==> src/hw/rtl/pkbc_pkg.sv <==
// ----------------------------------------------------------------------------
// pkbc_pkg - shared types and constants of the per-key packet byte counter
// Command format between front and back, result format, status codes.
// ----------------------------------------------------------------------------
package pkbc_pkg;

    localparam int TABLE_ENTRIES_DEFAULT = 128;

    localparam logic [15:0] IPV4_ETHERTYPE   = 16'h0800;
    localparam logic [15:0] ETH_HDR_BYTES    = 16'd14;
    localparam logic [15:0] ETH_IP_HDR_BYTES = 16'd34;

    // command queue between classifier and table engine
    localparam int CMD_FIFO_DEPTH = 4;
    localparam int CMD_FIFO_AW    = 2;

    typedef enum logic [1:0] {
        CMD_COUNT  = 2'd0,
        CMD_READ   = 2'd1,
        CMD_IGNORE = 2'd2
    } cmd_op_t;

    typedef struct packed {
        cmd_op_t     op;
        logic [31:0] key;
        logic [15:0] length;
        logic [6:0]  slot;
    } cmd_t;

    typedef enum logic [2:0] {
        STATUS_HIT      = 3'd0,
        STATUS_INSERTED = 3'd1,
        STATUS_IGNORED  = 3'd2,
        STATUS_FULL     = 3'd3,
        STATUS_READ     = 3'd4
    } status_t;

    typedef struct packed {
        logic [63:0] bytes;
        logic [63:0] packets;
    } counts_t;

    typedef struct packed {
        status_t     status;
        logic [63:0] byte_count;
        logic [63:0] packet_count;
        logic [31:0] entry_key;
        logic        entry_valid;
        logic [6:0]  slot;
    } result_t;

endpackage

==> src/hw/rtl/pkbc_front.sv <==
// ----------------------------------------------------------------------------
// pkbc_front - descriptor classifier
// Holds the key mode register, filters frames and builds table commands.
// ----------------------------------------------------------------------------
module pkbc_front (
    input  logic           aclk,
    input  logic           aresetn,
    input  logic           cfg_valid,
    output logic           cfg_ready,
    input  logic           cfg_data,
    input  logic           s_axis_tvalid,
    output logic           s_axis_tready,
    input  logic [103:0]   s_axis_tdata,
    input  logic           s_axis_tuser,
    output logic           cmd_valid,
    input  logic           cmd_ready,
    output pkbc_pkg::cmd_t cmd
);

    logic        key_mode_reg;
    logic        key_mode_next;
    logic [15:0] frame_length;
    logic [15:0] ether_type;
    logic [31:0] source_ip;
    logic [31:0] ingress_index;
    logic [6:0]  slot_index;
    logic        malformed;

    assign cfg_ready = 1'b1;

    assign key_mode_next = (cfg_valid && cfg_ready) ? cfg_data : key_mode_reg;

    always_ff @(posedge aclk) begin
        if (!aresetn) begin
            key_mode_reg <= 1'b0;
        end else begin
            key_mode_reg <= key_mode_next;
        end
    end

    assign frame_length  = s_axis_tdata[15:0];
    assign ether_type    = s_axis_tdata[31:16];
    assign source_ip     = s_axis_tdata[63:32];
    assign ingress_index = s_axis_tdata[95:64];
    assign slot_index    = s_axis_tdata[102:96];

    assign malformed = (frame_length < pkbc_pkg::ETH_HDR_BYTES) ||
                       (ether_type != pkbc_pkg::IPV4_ETHERTYPE) ||
                       (frame_length < pkbc_pkg::ETH_IP_HDR_BYTES);

    always_comb begin
        cmd.length = frame_length;
        cmd.slot   = slot_index;
        cmd.key    = key_mode_reg ? ingress_index : source_ip;
        if (s_axis_tuser) begin
            cmd.op = pkbc_pkg::CMD_READ;
        end else if (!key_mode_reg && malformed) begin
            cmd.op = pkbc_pkg::CMD_IGNORE;
        end else begin
            cmd.op = pkbc_pkg::CMD_COUNT;
        end
    end

    assign cmd_valid     = s_axis_tvalid;
    assign s_axis_tready = cmd_ready;

endmodule

==> config.mk <==
export PLATFORM = sky130hd
export DESIGN_NAME = pkbc_front
export DESIGN_NICKNAME = d
export VERILOG_FILES = /design/src/hw/rtl/pkbc_pkg.sv /design/src/hw/rtl/pkbc_front.sv
export SDC_FILE = /design/constraint.sdc
export NUM_CORES = 1
export LEC_CHECK = 0
export ABC_AREA = 0
export BUFFER_PORTS_ARGS = -buffer_cell sky130_fd_sc_hd__clkbuf_2
export CORE_ASPECT_RATIO = 1.2
export CORE_MARGIN = 10
export CORE_UTILIZATION = 22
export CTS_CLUSTER_DIAMETER = 200
export DETAILED_ROUTE_END_ITERATION = 16
export PLACE_DENSITY_LB_ADDON = 0.15
export SETUP_SLACK_MARGIN = 0.5
export SLEW_MARGIN = 20
export SYNTH_ARGS = -nofsm -noshare
export SYNTH_HDL_FRONTEND = slang
export SYNTH_SLANG_ARGS = --single-unit
==> constraint.sdc <==
create_clock -name aclk -period 1.05 [get_ports aclk]
set_input_delay 0.21 -clock aclk [delete_from_list [all_inputs] [get_ports aclk]]
set_output_delay 0.21 -clock aclk [all_outputs]
set_load 0.02 [all_outputs]
-- After elaboration in Yosys (flattened, before gate mapping)
Cells that the tools add are included.
- shifts and indexed selects: 0
- multipliers: 0
- order comparisons: 2
- eq/ne operators: 1
- reductions and logical operators: 4
- bitwise gates (word level): 0
- divide/modulo/power cells: 0
- muxes and demuxes: 3
- add/sub/neg operators: 0
- operator list (cell ; count):
    32-bit two-way mux ; 1
    16-bit by 4-bit less-than comparator with 1-bit output, second input constant ; 1
    16-bit by 6-bit less-than comparator with 1-bit output, second input constant ; 1
    16-bit by 12-bit != test with 1-bit output, second input constant ; 1
    2-bit two-way mux ; 2
    1-bit logical OR ; 2
    1-bit logical AND ; 1
    1-bit logical NOT ; 1
- input port bits: 111
- ROM bits: 0
- bits in writable memories: 0
- latch bits: 0
- memories: 0
- bits in registers: 1

-- Depth between registers and ports, before layout
- depth after elaboration: 6
- depth in mapped cells: 4

-- Worst setup path before layout
Ideal clock, no wire load.
- path type: register to output
- start point: register key_mode_reg
- end point: output port cmd[56] (netlist name)
- required time: 0.840 ns
- cell stages (with the launch flop): 4
- buffers on the path: 2
- path slack: -0.314 ns
- data arrival time: 1.154 ns
- cell sequence: dfxtp_1 buf_6 buf_6 o31ai_1
- RTL lines (what ; line ; source):
    start: declaration ; pkbc_front.sv:20 ; logic key_mode_reg;
    start signal: assignment ; pkbc_front.sv:37 ; key_mode_reg <= key_mode_next;
    end: declaration ; pkbc_front.sv:17 ; output pkbc_pkg::cmd_t cmd

==> results.json <==
{
  "wl_met3_um": 558,
  "p_switching_uw": 443.7,
  "crit_slowest_cell": "dfxtp_4",
  "num_rows": 24,
  "worst-path-stages": 4,
  "r2r-start": "key_mode_reg",
  "grt_pass1_vias": 1175,
  "placed_area_mm2": 0.001491,
  "preCtsSetupSlack_ns": -0.3829,
  "core_mm2": 0.003664,
  "leakagePower_nw": 1.190,
  "dieArea_mm2": 0.006705,
  "power_density_mw_per_mm2": 538.2,
  "routed_via_density": 4.183,
  "hpwl_um": 3827,
  "cp_num_buf_inv": 3,
  "p_int_uw": 782.0,
  "fin_area_mm2": 0.002277,
  "met2WireLength_um": 2730,
  "wirelength_um": 4772,
  "multi_input_area_um2": 638.1,
  "largest_register_ffs": 1,
  "syn2layout_area_growth_pct": 170.8,
  "vias": 1096,
  "critPathRequiredTime_ns": 0.84,
  "crit_path_start_kind": "flop",
  "post-route-util": 0.6216,
  "pwr-share-clk": 0,
  "die_h_um": 87.72,
  "hold_path_depth": 0,
  "io_pins": 171,
  "pwr-share-seq": 0.043,
  "syn_nets": 189,
  "clk_latency_ns": 0,
  "crit_chain": "buf_6 -> buf_16 -> mux2_4 -> buf_8",
  "period_minus_slack_ns": 1.337,
  "layout_common_cells": "83 x clkbuf_2, 40 x buf_8, 32 x mux2_4, 30 x buf_6, 4 x nor4_1",
  "drt-met1-wl_um": 1426,
  "cp_max_fo": 7,
  "first_pass_iters": 4,
  "layout-drive-gt1-share": 0.9571,
  "r2r_end": "key_mode_reg",
  "grt_setup_unrepaired": "yes",
  "cp_top_family": "flip-flops",
  "hold_violations": 0,
  "holdWs_ns": 0.4200,
  "report.final.slew_viol_count": 0,
  "hold_end": "s_axis_tready",
  "drc": 0,
  "sw_frac_of_total": 0.3620,
  "cpPeakStageDelay_ns": 0.44,
  "fmax_mhz": 747.9,
  "fillerInstances": 318,
  "yosys.area.top_type": "mux2_4",
  "globalRoute.totalOverflow": 0,
  "end_kind": "output port",
  "p_total_mw": 1.226,
  "ir_drop_v": 0.0002683,
  "setup_ws_ns": -0.2871,
  "hp-start": "cmd_ready",
  "layout_commonest_cell": "clkbuf_2",
  "wire_per_inst_um": 18.21,
  "seq_area_um2": 23.77,
  "combPwrFrac": 0.957,
  "synthDominantCellAreaShare": 0.5179,
  "worstPathArrival_ns": 1.13,
  "syn_inst": 78,
  "skew_ns": 0,
  "die_w_um": 76.44,
  "grt_usage": 0.1169,
  "diodes": 0,
  "ant_nets": 0,
  "antenna_found_initial": 0,
  "rrSetupSlack_ns": 0.10,
  "finalSetupViolCount": 33,
  "start_util": 0.2295,
  "ys_seq_elements": 1,
  "layout.nets": 323,
  "hold_path_class": "primary input to output port",
  "avgSynthCellArea_um2": 10.78,
  "ys_seq_area_frac": 0.02381,
  "reg2reg_depth": 4,
  "grt_max_degree": 11,
  "gp_congestion": 0.7274,
  "grt_first_pass_wirelength_um": 6499,
  "yosysWarnings": 0,
  "drv_cap": 0,
  "status": "finished with violations",
  "top_layer": "met4",
  "syn_area_um2": 840.8,
  "cts.reportedPaths.clkPinSlew_ns": 0,
  "synth_area_leaders": "mux2_4 52%, buf_4 24%, buf_6 5.4%",
  "yosys.cell_types.count": 15,
  "fin_crit_sh": 1.273,
  "drt-initial-drc-count": 11,
  "io_buffer_count": 148,
  "path_class": "flop to output port",
  "violations": "setup timing"
}
-- synthesized netlist by cell type --
library cell / number
nand4_1: 1
buf_4: 27
mux2_2: 3
dfxtp_1: 1
and4_1: 1
conb_1: 1
nor4_1: 5
o31ai_1: 1
mux2_4: 29
o41ai_1: 1
buf_6: 4
nor2b_1: 1
nor4_2: 1
mux2i_1: 1
nor4b_1: 1
-- how the worst max path moves through the flow --
| stage | end | startpoint | slack (ns) |
|---|---|---|---|
| after CTS | cmd[56] | s_axis_tdata[4] | -0.29 |
| after floorplan | cmd[23] | key_mode_reg | -0.09 |
| after global routing | cmd[48] | key_mode_reg | -0.32 |
| after global placement | cmd[56] | s_axis_tdata[4] | -0.37 |
| after detailed placement | cmd[56] | s_axis_tdata[4] | -0.38 |
| final | cmd[48] | key_mode_reg | -0.29 |
-- logic make-up (layout without fill, tap and decap cells) --
logic type	after synthesis	after routing	synth area share
other cells	1	1	0.004460
mux	33	33	0.5699
simple gates	10	10	0.08781
buf+inv	31	163	0.2946
flops	1	1	0.02381
compound gates	2	2	0.01935
-- layout make-up --
type,instances,share of cell area
repair buffers,163,0.6808
multi-input cells,46,0.2802
well taps,52,0.02857
flip-flops and latches,1,0.01044
-- routing by layer --
metal	vias up	global-route usage
li1	524	-
met3	8	0.06967
met2	86	0.2376
met1	478	0.09867
met4	0	0.01184
met5	-	0
-- power groups by stage --
| stage | clock [mW] | combinational, mW | sequential (mW) |
|---|---|---|---|
| 2_1_floorplan | 0 | 0.569 | 0.0423 |
| 3_3_place_gp | 0 | 0.769 | 0.0457 |
| 3_5_place_dp | 0 | 0.771 | 0.0457 |
| 4_1_cts | 0 | 0.974 | 0.0499 |
| 5_1_grt | 0 | 1.24 | 0.0530 |
| 6_report | 0 | 1.17 | 0.0521 |
-- stage by stage --
stage | setup TNS, ns | std cells
CTS | -7.146 | 259
finish | -7.386 | 262
global route | -8.234 | 262
detailed placement | -6.371 | 254
floorplan | -2.435 | 78
global placement | -6.369 | 254
-- timing repair --
item | 4_1_cts | 5_1_grt
buffers inserted | 2 | 2
resized for setup | 77 | 139
hold buffers | 0 | 0
gates cloned | 3 | 1
endpoints found under the setup margin | 50 | 50
pin swaps | 2 | 3
No activity file was read; power rests on OpenSTA's default activity.
