--- src/hw/rtl/pkbc_pkg.sv ---
// ----------------------------------------------------------------------------
// pkbc_pkg - shared types and constants of the per-key packet byte counter
// Command format between front and back, result format, status codes.
// ----------------------------------------------------------------------------
package pkbc_pkg;

    localparam int TABLE_ENTRIES_DEFAULT = 128;

    localparam logic [15:0] IPV4_ETHERTYPE   = 16'h0800;
    localparam logic [15:0] ETH_HDR_BYTES    = 16'd14;
    localparam logic [15:0] ETH_IP_HDR_BYTES = 16'd34;

    // command queue between classifier and table engine
    localparam int CMD_FIFO_DEPTH = 4;
    localparam int CMD_FIFO_AW    = 2;

    typedef enum logic [1:0] {
        CMD_COUNT  = 2'd0,
        CMD_READ   = 2'd1,
        CMD_IGNORE = 2'd2
    } cmd_op_t;

    typedef struct packed {
        cmd_op_t     op;
        logic [31:0] key;
        logic [15:0] length;
        logic [6:0]  slot;
    } cmd_t;

    typedef enum logic [2:0] {
        STATUS_HIT      = 3'd0,
        STATUS_INSERTED = 3'd1,
        STATUS_IGNORED  = 3'd2,
        STATUS_FULL     = 3'd3,
        STATUS_READ     = 3'd4
    } status_t;

    typedef struct packed {
        logic [63:0] bytes;
        logic [63:0] packets;
    } counts_t;

    typedef struct packed {
        status_t     status;
        logic [63:0] byte_count;
        logic [63:0] packet_count;
        logic [31:0] entry_key;
        logic        entry_valid;
        logic [6:0]  slot;
    } result_t;

endpackage

--- src/hw/rtl/pkbc_cmd_fifo.sv ---
// ----------------------------------------------------------------------------
// pkbc_cmd_fifo - command queue
// Small first-in first-out buffer that decouples classifier and table engine.
// ----------------------------------------------------------------------------
module pkbc_cmd_fifo (
    input  logic           aclk,
    input  logic           aresetn,
    input  logic           wr_valid,
    output logic           wr_ready,
    input  pkbc_pkg::cmd_t wr_data,
    output logic           rd_valid,
    input  logic           rd_en,
    output pkbc_pkg::cmd_t rd_data
);

    localparam int AW = pkbc_pkg::CMD_FIFO_AW;
    localparam int CW = AW + 1;

    pkbc_pkg::cmd_t mem_reg [pkbc_pkg::CMD_FIFO_DEPTH];
    logic [AW-1:0]  wr_ptr_reg, wr_ptr_next;
    logic [AW-1:0]  rd_ptr_reg, rd_ptr_next;
    logic [CW-1:0]  count_reg, count_next;
    logic           push;
    logic           pop;

    assign wr_ready = (count_reg != CW'(pkbc_pkg::CMD_FIFO_DEPTH));
    assign rd_valid = (count_reg != '0);
    assign rd_data  = mem_reg[rd_ptr_reg];

    assign push = wr_valid && wr_ready;
    assign pop  = rd_en && rd_valid;

    always_comb begin
        wr_ptr_next = push ? wr_ptr_reg + AW'(1) : wr_ptr_reg;
        rd_ptr_next = pop ? rd_ptr_reg + AW'(1) : rd_ptr_reg;
        count_next  = count_reg + CW'(push) - CW'(pop);
    end

    always_ff @(posedge aclk) begin
        if (!aresetn) begin
            wr_ptr_reg <= '0;
            rd_ptr_reg <= '0;
            count_reg  <= '0;
        end else begin
            wr_ptr_reg <= wr_ptr_next;
            rd_ptr_reg <= rd_ptr_next;
            count_reg  <= count_next;
        end
    end

    always_ff @(posedge aclk) begin
        if (push) begin
            mem_reg[wr_ptr_reg] <= wr_data;
        end
    end

endmodule

--- config.mk ---
export PLATFORM = sky130hd
export DESIGN_NAME = pkbc_cmd_fifo
export DESIGN_NICKNAME = d
export VERILOG_FILES = /design/src/hw/rtl/pkbc_pkg.sv /design/src/hw/rtl/pkbc_cmd_fifo.sv
export SDC_FILE = /design/constraint.sdc
export NUM_CORES = 1
export LEC_CHECK = 0
export BUFFER_PORTS_ARGS = -buffer_cell sky130_fd_sc_hd__buf_2
export CORE_AREA = 2 2 127 129
export CTS_CLUSTER_DIAMETER = 50
export DETAILED_ROUTE_END_ITERATION = 7
export DIE_AREA = 0 0 129 131
export MAX_ROUTING_LAYER = met4
export PLACE_DENSITY = 0.88
export SLEW_MARGIN = 15
export SYNTH_ARGS = -nofsm -noshare
export SYNTH_HDL_FRONTEND = slang
export SYNTH_SLANG_ARGS = --single-unit
--- constraint.sdc ---
create_clock -name aclk -period 3.7 [get_ports aclk]
set_input_delay 0.74 -clock aclk [delete_from_list [all_inputs] [get_ports aclk]]
set_output_delay 0.74 -clock aclk [all_outputs]
set_load 0.02 [all_outputs]
# Word-level counts from Yosys, hierarchy flattened
# Memories as Yosys holds them, arrays and structs flattened. A register that Yosys moved wholly into a read port is not among the register bits.
# Cells that the tools add are included.
[op_classes] reduce_logical=3 addsub=4 eq_ne=1 muxes=4
[op_table] operator="$add A2 B1 Y2 const B" n=2
[op_table] operator="$mux W2" n=2
[op_table] operator="$add A3 B1 Y3" n=1
[op_table] operator="$ne A3 B3 Y1 const B" n=1
[op_table] operator="$reduce_bool A3 Y1" n=1
[op_table] operator="$sub A3 B1 Y3" n=1
[op_table] operator="$logic_and A1 B1 Y1" n=2
[op_table] operator="$mux W1" n=2
[word_totals] memories=1 ff_bits=7 mem_bits_rw=228 out_inout_bits=59 inputBits=61 elab_cells=16
[memory_table] memory="mem_reg" depth=4 width=57 rd=1 rd_clocked_by_memory_dff=1 write_ports=1 line_no="pkbc_cmd_fifo.sv:19" rtl="pkbc_pkg::cmd_t mem_reg [pkbc_pkg::CMD_FIFO_DEPTH];"

# Longest topological paths before layout
[depth] depth_word=4 mapped_depth=11 ltp_nobuf=11

# Least setup slack after synthesis
# OpenSTA, ideal clock, no wires.
[synth_timing] path_type="input-to-reg" startpoint="in wr_valid" endpoint="mem mem_reg[0][0] (netlist bit) (enable)" path_buffers=0 setup_slack_ns=0.753 path_stages=2 required_time_ns=3.279 setup_time_ns=0.421 arrival_ns=2.526 cell_sequence="a21boi_1 and2_1"
[synth_between] elab_chain_len=3
[synth_rtl] item="start: declaration" line_no="pkbc_cmd_fifo.sv:8" rtl="input logic wr_valid,"
[synth_rtl] item="$logic_and A1 B1 Y1" line_no="pkbc_cmd_fifo.sv:30" rtl="assign push = wr_valid && wr_ready;"
[synth_rtl] item="$mux W1" line_no="pkbc_cmd_fifo.sv:52" rtl="if (push) begin"
[synth_rtl] item="$mux W1 (implied by the code)" line_no="pkbc_cmd_fifo.sv:53" rtl="mem_reg[wr_ptr_reg] <= wr_data;"
[synth_rtl] item="end: declaration" line_no="pkbc_cmd_fifo.sv:19"
# Every way passes these cells.

==> impl_table.tex <==
\begin{tabular}{lr}
\hline
Metric & Value \\
\hline
\multicolumn{2}{l}{\textbf{Run status}} \\
\quad Run status & complete, no violations \\
\multicolumn{2}{l}{\textbf{Timing}} \\
\quad Minimum clock period & between 3000 and 4000 ps \\
\quad Max-slew violation total from the final report & 0 \\
\quad Worst Clk Skew & 16.4 ps \\
\quad Worst relative slew slack & 0.415 \\
\quad Fraction of the cycle the final worst path needs & 0.814 \\
\quad TNS Setup & 0 ps \\
\quad Final count of hold timing violations & 0 \\
\quad Worst path setup slack after routing & just under 700 ps \\
\quad Pin slew with the least headroom to its limit & slightly below 900 ps \\
\quad Setup-violating endpoint count in the final report & 0 \\
\quad Highest achievable clock rate & about 330 MHz \\
\quad RSZ-0062 raised after global routing & false \\
\multicolumn{2}{l}{\textbf{GRT}} \\
\quad Initial antenna violation count & 1 \\
\quad All-Layer GR Usage & 0.177 \\
\quad Maximum number of pins on one net before global-route repair & 58 \\
\quad Vias in the first global route & 4,195 \\
\quad First-pass GRT wire length & $\sim$22,000 microns \\
\quad Sum of overflow across all layers after global routing & 0 \\
\multicolumn{2}{l}{\textbf{Logic synthesis}} \\
\quad Largest family of logic cells by synthesized area & multiplexers \\
\quad Post-synth design cell area & 0.00869 sq mm \\
\quad Post-synthesis compound-gate area fraction & 0.00288 \\
\quad Sequential area share after synthesis & 0.809 \\
\quad Xor and xnor fraction of the mapped netlist area & 0.00403 \\
\quad Share of synthesized flip-flops with an asynchronous set or reset & 0 \\
\quad Post-synthesis average cell area & 25.2 sq um \\
\quad Top post-synthesis cells by area & sky130\_fd\_sc\_hd\_\_edfxtp\_1 (79\%), sky130\_fd\_sc\_hd\_\_mux4\_2 (15\%), sky130\_fd\_sc\_hd\_\_dfxtp\_1 (2.1\%), sky130\_fd\_sc\_hd\_\_ha\_1 (0.86\%), sky130\_fd\_sc\_hd\_\_buf\_6 (0.52\%) \\
\quad Count leader, synth & sky130\_fd\_sc\_hd\_\_edfxtp\_1 \\
\quad EDFF count, synth & 228 \\
\quad Top-area cell type share of the netlist area & 0.788 \\
\quad Ys Warns & 0 \\
\quad List of most frequent post-synthesis cells & sky130\_fd\_sc\_hd\_\_edfxtp\_1 (228), sky130\_fd\_sc\_hd\_\_mux4\_2 (57), sky130\_fd\_sc\_hd\_\_dfxtp\_1 (9) \\
\quad Number of synthesized register bits & 237 \\
\quad Adder-Cell Fraction of Synth Area & 0.0109 \\
\quad Most frequently used flop master after synthesis & sky130\_fd\_sc\_hd\_\_edfxtp\_1 \\
\quad Cell accounting for the most synthesized area & sky130\_fd\_sc\_hd\_\_edfxtp\_1 \\
\quad Fraction of synthesized area in multiplexers & 0.150 \\
\quad Simple-Gate Fraction of Synth Area & 0.0105 \\
\quad Number of library cell types mapped by synthesis & 20 \\
\quad Cells after Synth & 345 \\
\quad Syn nets & 413 \\
\multicolumn{2}{l}{\textbf{CTS}} \\
\quad CTS tree & built \\
\quad Total CTS buffers & 24 \\
\quad Clock tree root driver cell & sky130\_fd\_sc\_hd\_\_clkbuf\_16 \\
\quad Sink count of the clock tree & between 200 and 250 \\
\quad Clock buffer depth & 3 \\
\quad Total setup buffers inserted after CTS & 0 \\
\quad Clock-pin transition on the worst setup and hold timing paths & 60 ps \\
\quad CTS-repair resized insts & 0 \\
\quad Clock latency of the later-clocked register in the worst-skew pair & 500 ps \\
\quad Number of H-tree levels & 1 \\
\quad Post-CTS Hold Fix Bufs & 0 \\
\multicolumn{2}{l}{\textbf{Pwr}} \\
\quad Leakage & between 3 and 4 nW \\
\quad Proportion of power drawn by combinational gates & 0.226 \\
\quad Switch share & 0.273 \\
\quad Power dissipated by switching net loads & between 1.5 and 2 mW \\
\quad Pwr per Cell Area & about 700 mW/mm\^{}2 \\
\quad Maximum vdd drop & slightly below 700 uV \\
\quad Int Power & 5.33 mW \\
\quad Part of the power in the clock network & 0.308 \\
\quad Share of total power in sequential cells & 0.466 \\
\multicolumn{2}{l}{\textbf{Floorplan}} \\
\quad Number of ports placed on the die boundary & between 100 and 150 \\
\quad Placeable core area & 0.0156 sq mm \\
\quad Placement Rows & 46 \\
\quad Starting density of the core & 0.557 \\
\quad Floorplan die height & $\sim$130 microns \\
\quad Full die area & $\sim$0.017 sq mm \\
\quad DIE WIDTH & 129 microns \\
\multicolumn{2}{l}{\textbf{Drt}} \\
\quad Routed WL & between 10,000 and 15,000 microns \\
\quad Remaining number of nets flagged by the antenna check after routing & 0 \\
\quad Via/cell ratio & between 5 and 6 \\
\quad Routed len/inst & roughly 20 microns \\
\quad Number of violations reported at the end of detailed-routing iteration 0 & $\sim$270 \\
\quad Number of optimization iterations in the first detailed-route pass & 4 \\
\quad DRC Markers & 0 \\
\quad Via count & about 4,000 \\
\multicolumn{2}{l}{\textbf{Worst setup path}} \\
\quad Crit start category & register \\
\quad Start-to-end type of the worst setup path & register to output port \\
\quad Worst r2r src & count\_reg[1] \\
\quad Critical-path maximum fanout & 21 \\
\quad Worst endpoint required time & a little under 3000 ps \\
\quad Critical path endpoint category & output port \\
\quad Worst path arrival time & around 2300 ps \\
\multicolumn{2}{l}{\textbf{Hold path}} \\
\quad Launch point of the worst hold path & wr\_data[49] \\
\quad Worst min-delay path category & input pin to register \\
\multicolumn{2}{l}{\textbf{Placement}} \\
\quad Pre-CTS setup slack & between 700 and 800 ps \\
\quad Port buffer count & 119 \\
\quad Placed inst area & approximately 0.0095 sq mm \\
\quad HPWL reported at the end of detailed placement & $\sim$8400 microns \\
\quad Routability congestion estimate & $\sim$0.69 \\
\multicolumn{2}{l}{\textbf{Cells and area}} \\
\quad Layout Cell Area excl Fill & between 0.01 and 0.015 sq mm \\
\quad NumNets Final & between 500 and 600 \\
\quad Largest register FFs & 228 \\
\quad Synth-to-Final Area Change & 18.2\% \\
\quad Fraction of final layout cells with drive strength greater than 1 & 0.432 \\
\multicolumn{2}{l}{\textbf{Run}} \\
\quad Max-cap violation count & 0 \\
\hline
\end{tabular}
worst max-delay path, cell delays in order, from the launching register on:
cell and delay [ps]:
sky130_fd_sc_hd__dfxtp_4 630, sky130_fd_sc_hd__buf_4 400, sky130_fd_sc_hd__mux4_2 560, sky130_fd_sc_hd__buf_2 180
routing by layer:
metal | part of all wire | vias to the layer above | global-route usage
met1 | 0.42 | 2065 | 0.231
met2 | 0.50 | 124 | 0.291
li1 | - | 1734 | -
met5 | 0 | - | -
met3 | 0.055 | 24 | 0.0354
met4 | 0.020 | 0 | 0.0492
layout make-up:
cell class | count | area, sq um
diodes | 1 | 2.50
clock inverters | 7 | 62.6
clock buffers | 37 | 681
fillers | 1011 | 5330
multi-input cells | 90 | 1560
repair buffers | 122 | 643
inverters | 5 | 18.8
well taps | 216 | 270
flip-flops and latches | 237 | 7030
through the flow:
step | hold slack (ps) | instances | utilization | power [mW]
floorplan | 468 | 345 | - | 4.65
global placement | 477 | 670 | 0.611 | 5.12
detailed placement | 503 | 670 | 0.611 | 5.16
CTS | 437 | 714 | 0.658 | 7.41
global route | 442 | 715 | 0.658 | 7.62
finish | 453 | 715 | 0.658 | 7.33
cells in the final DEF (no fill, tap or decap), drive strengths merged, types with 2 or more instances in the layout:
cell type  synthesis  final
xnor2              4      4
buf               10    122
inv                5      6
clkinv             0      5
mux2i              2      2
ha                 6      6
edfxtp           228    228
mux4              57     57
nand2              5      5
nor2b              3      3
clkbuf             3     37
and2               7      7
dfxtp              9      9
path summary, 6_finish.rpt:
path | end | slack, ps | cells after the start
max | rd_data[38] | 690 | 3
min | mem_reg[1][49] | 450 | 1
max reg2reg | count_reg[2] | 1060 | 11
min reg2reg | wr_ptr_reg[1] | 510 | 2
cells by family (layout without fill, tap and decap cells):
logic type	count (synthesis)	count (layout)
other cells	0	1
simple gates	17	17
buf+inv	18	171
flops	237	237
compound gates	3	3
fa+ha+maj	7	7
mux	59	59
xor+xnor	4	4
power groups by stage:
| stage | Clock (mW) | Combinational [mW] | Sequential (mW) |
|---|---|---|---|
| 4_1_cts | 2.30 | 1.69 | 3.42 |
| 6_report | 2.26 | 1.66 | 3.41 |
| 5_1_grt | 2.39 | 1.78 | 3.44 |
| 2_1_floorplan | 0 | 1.27 | 3.38 |
| 3_3_place_gp | 0 | 1.67 | 3.45 |
| 3_5_place_dp | 0 | 1.69 | 3.48 |
No activity file was read; power rests on OpenSTA's default activity.
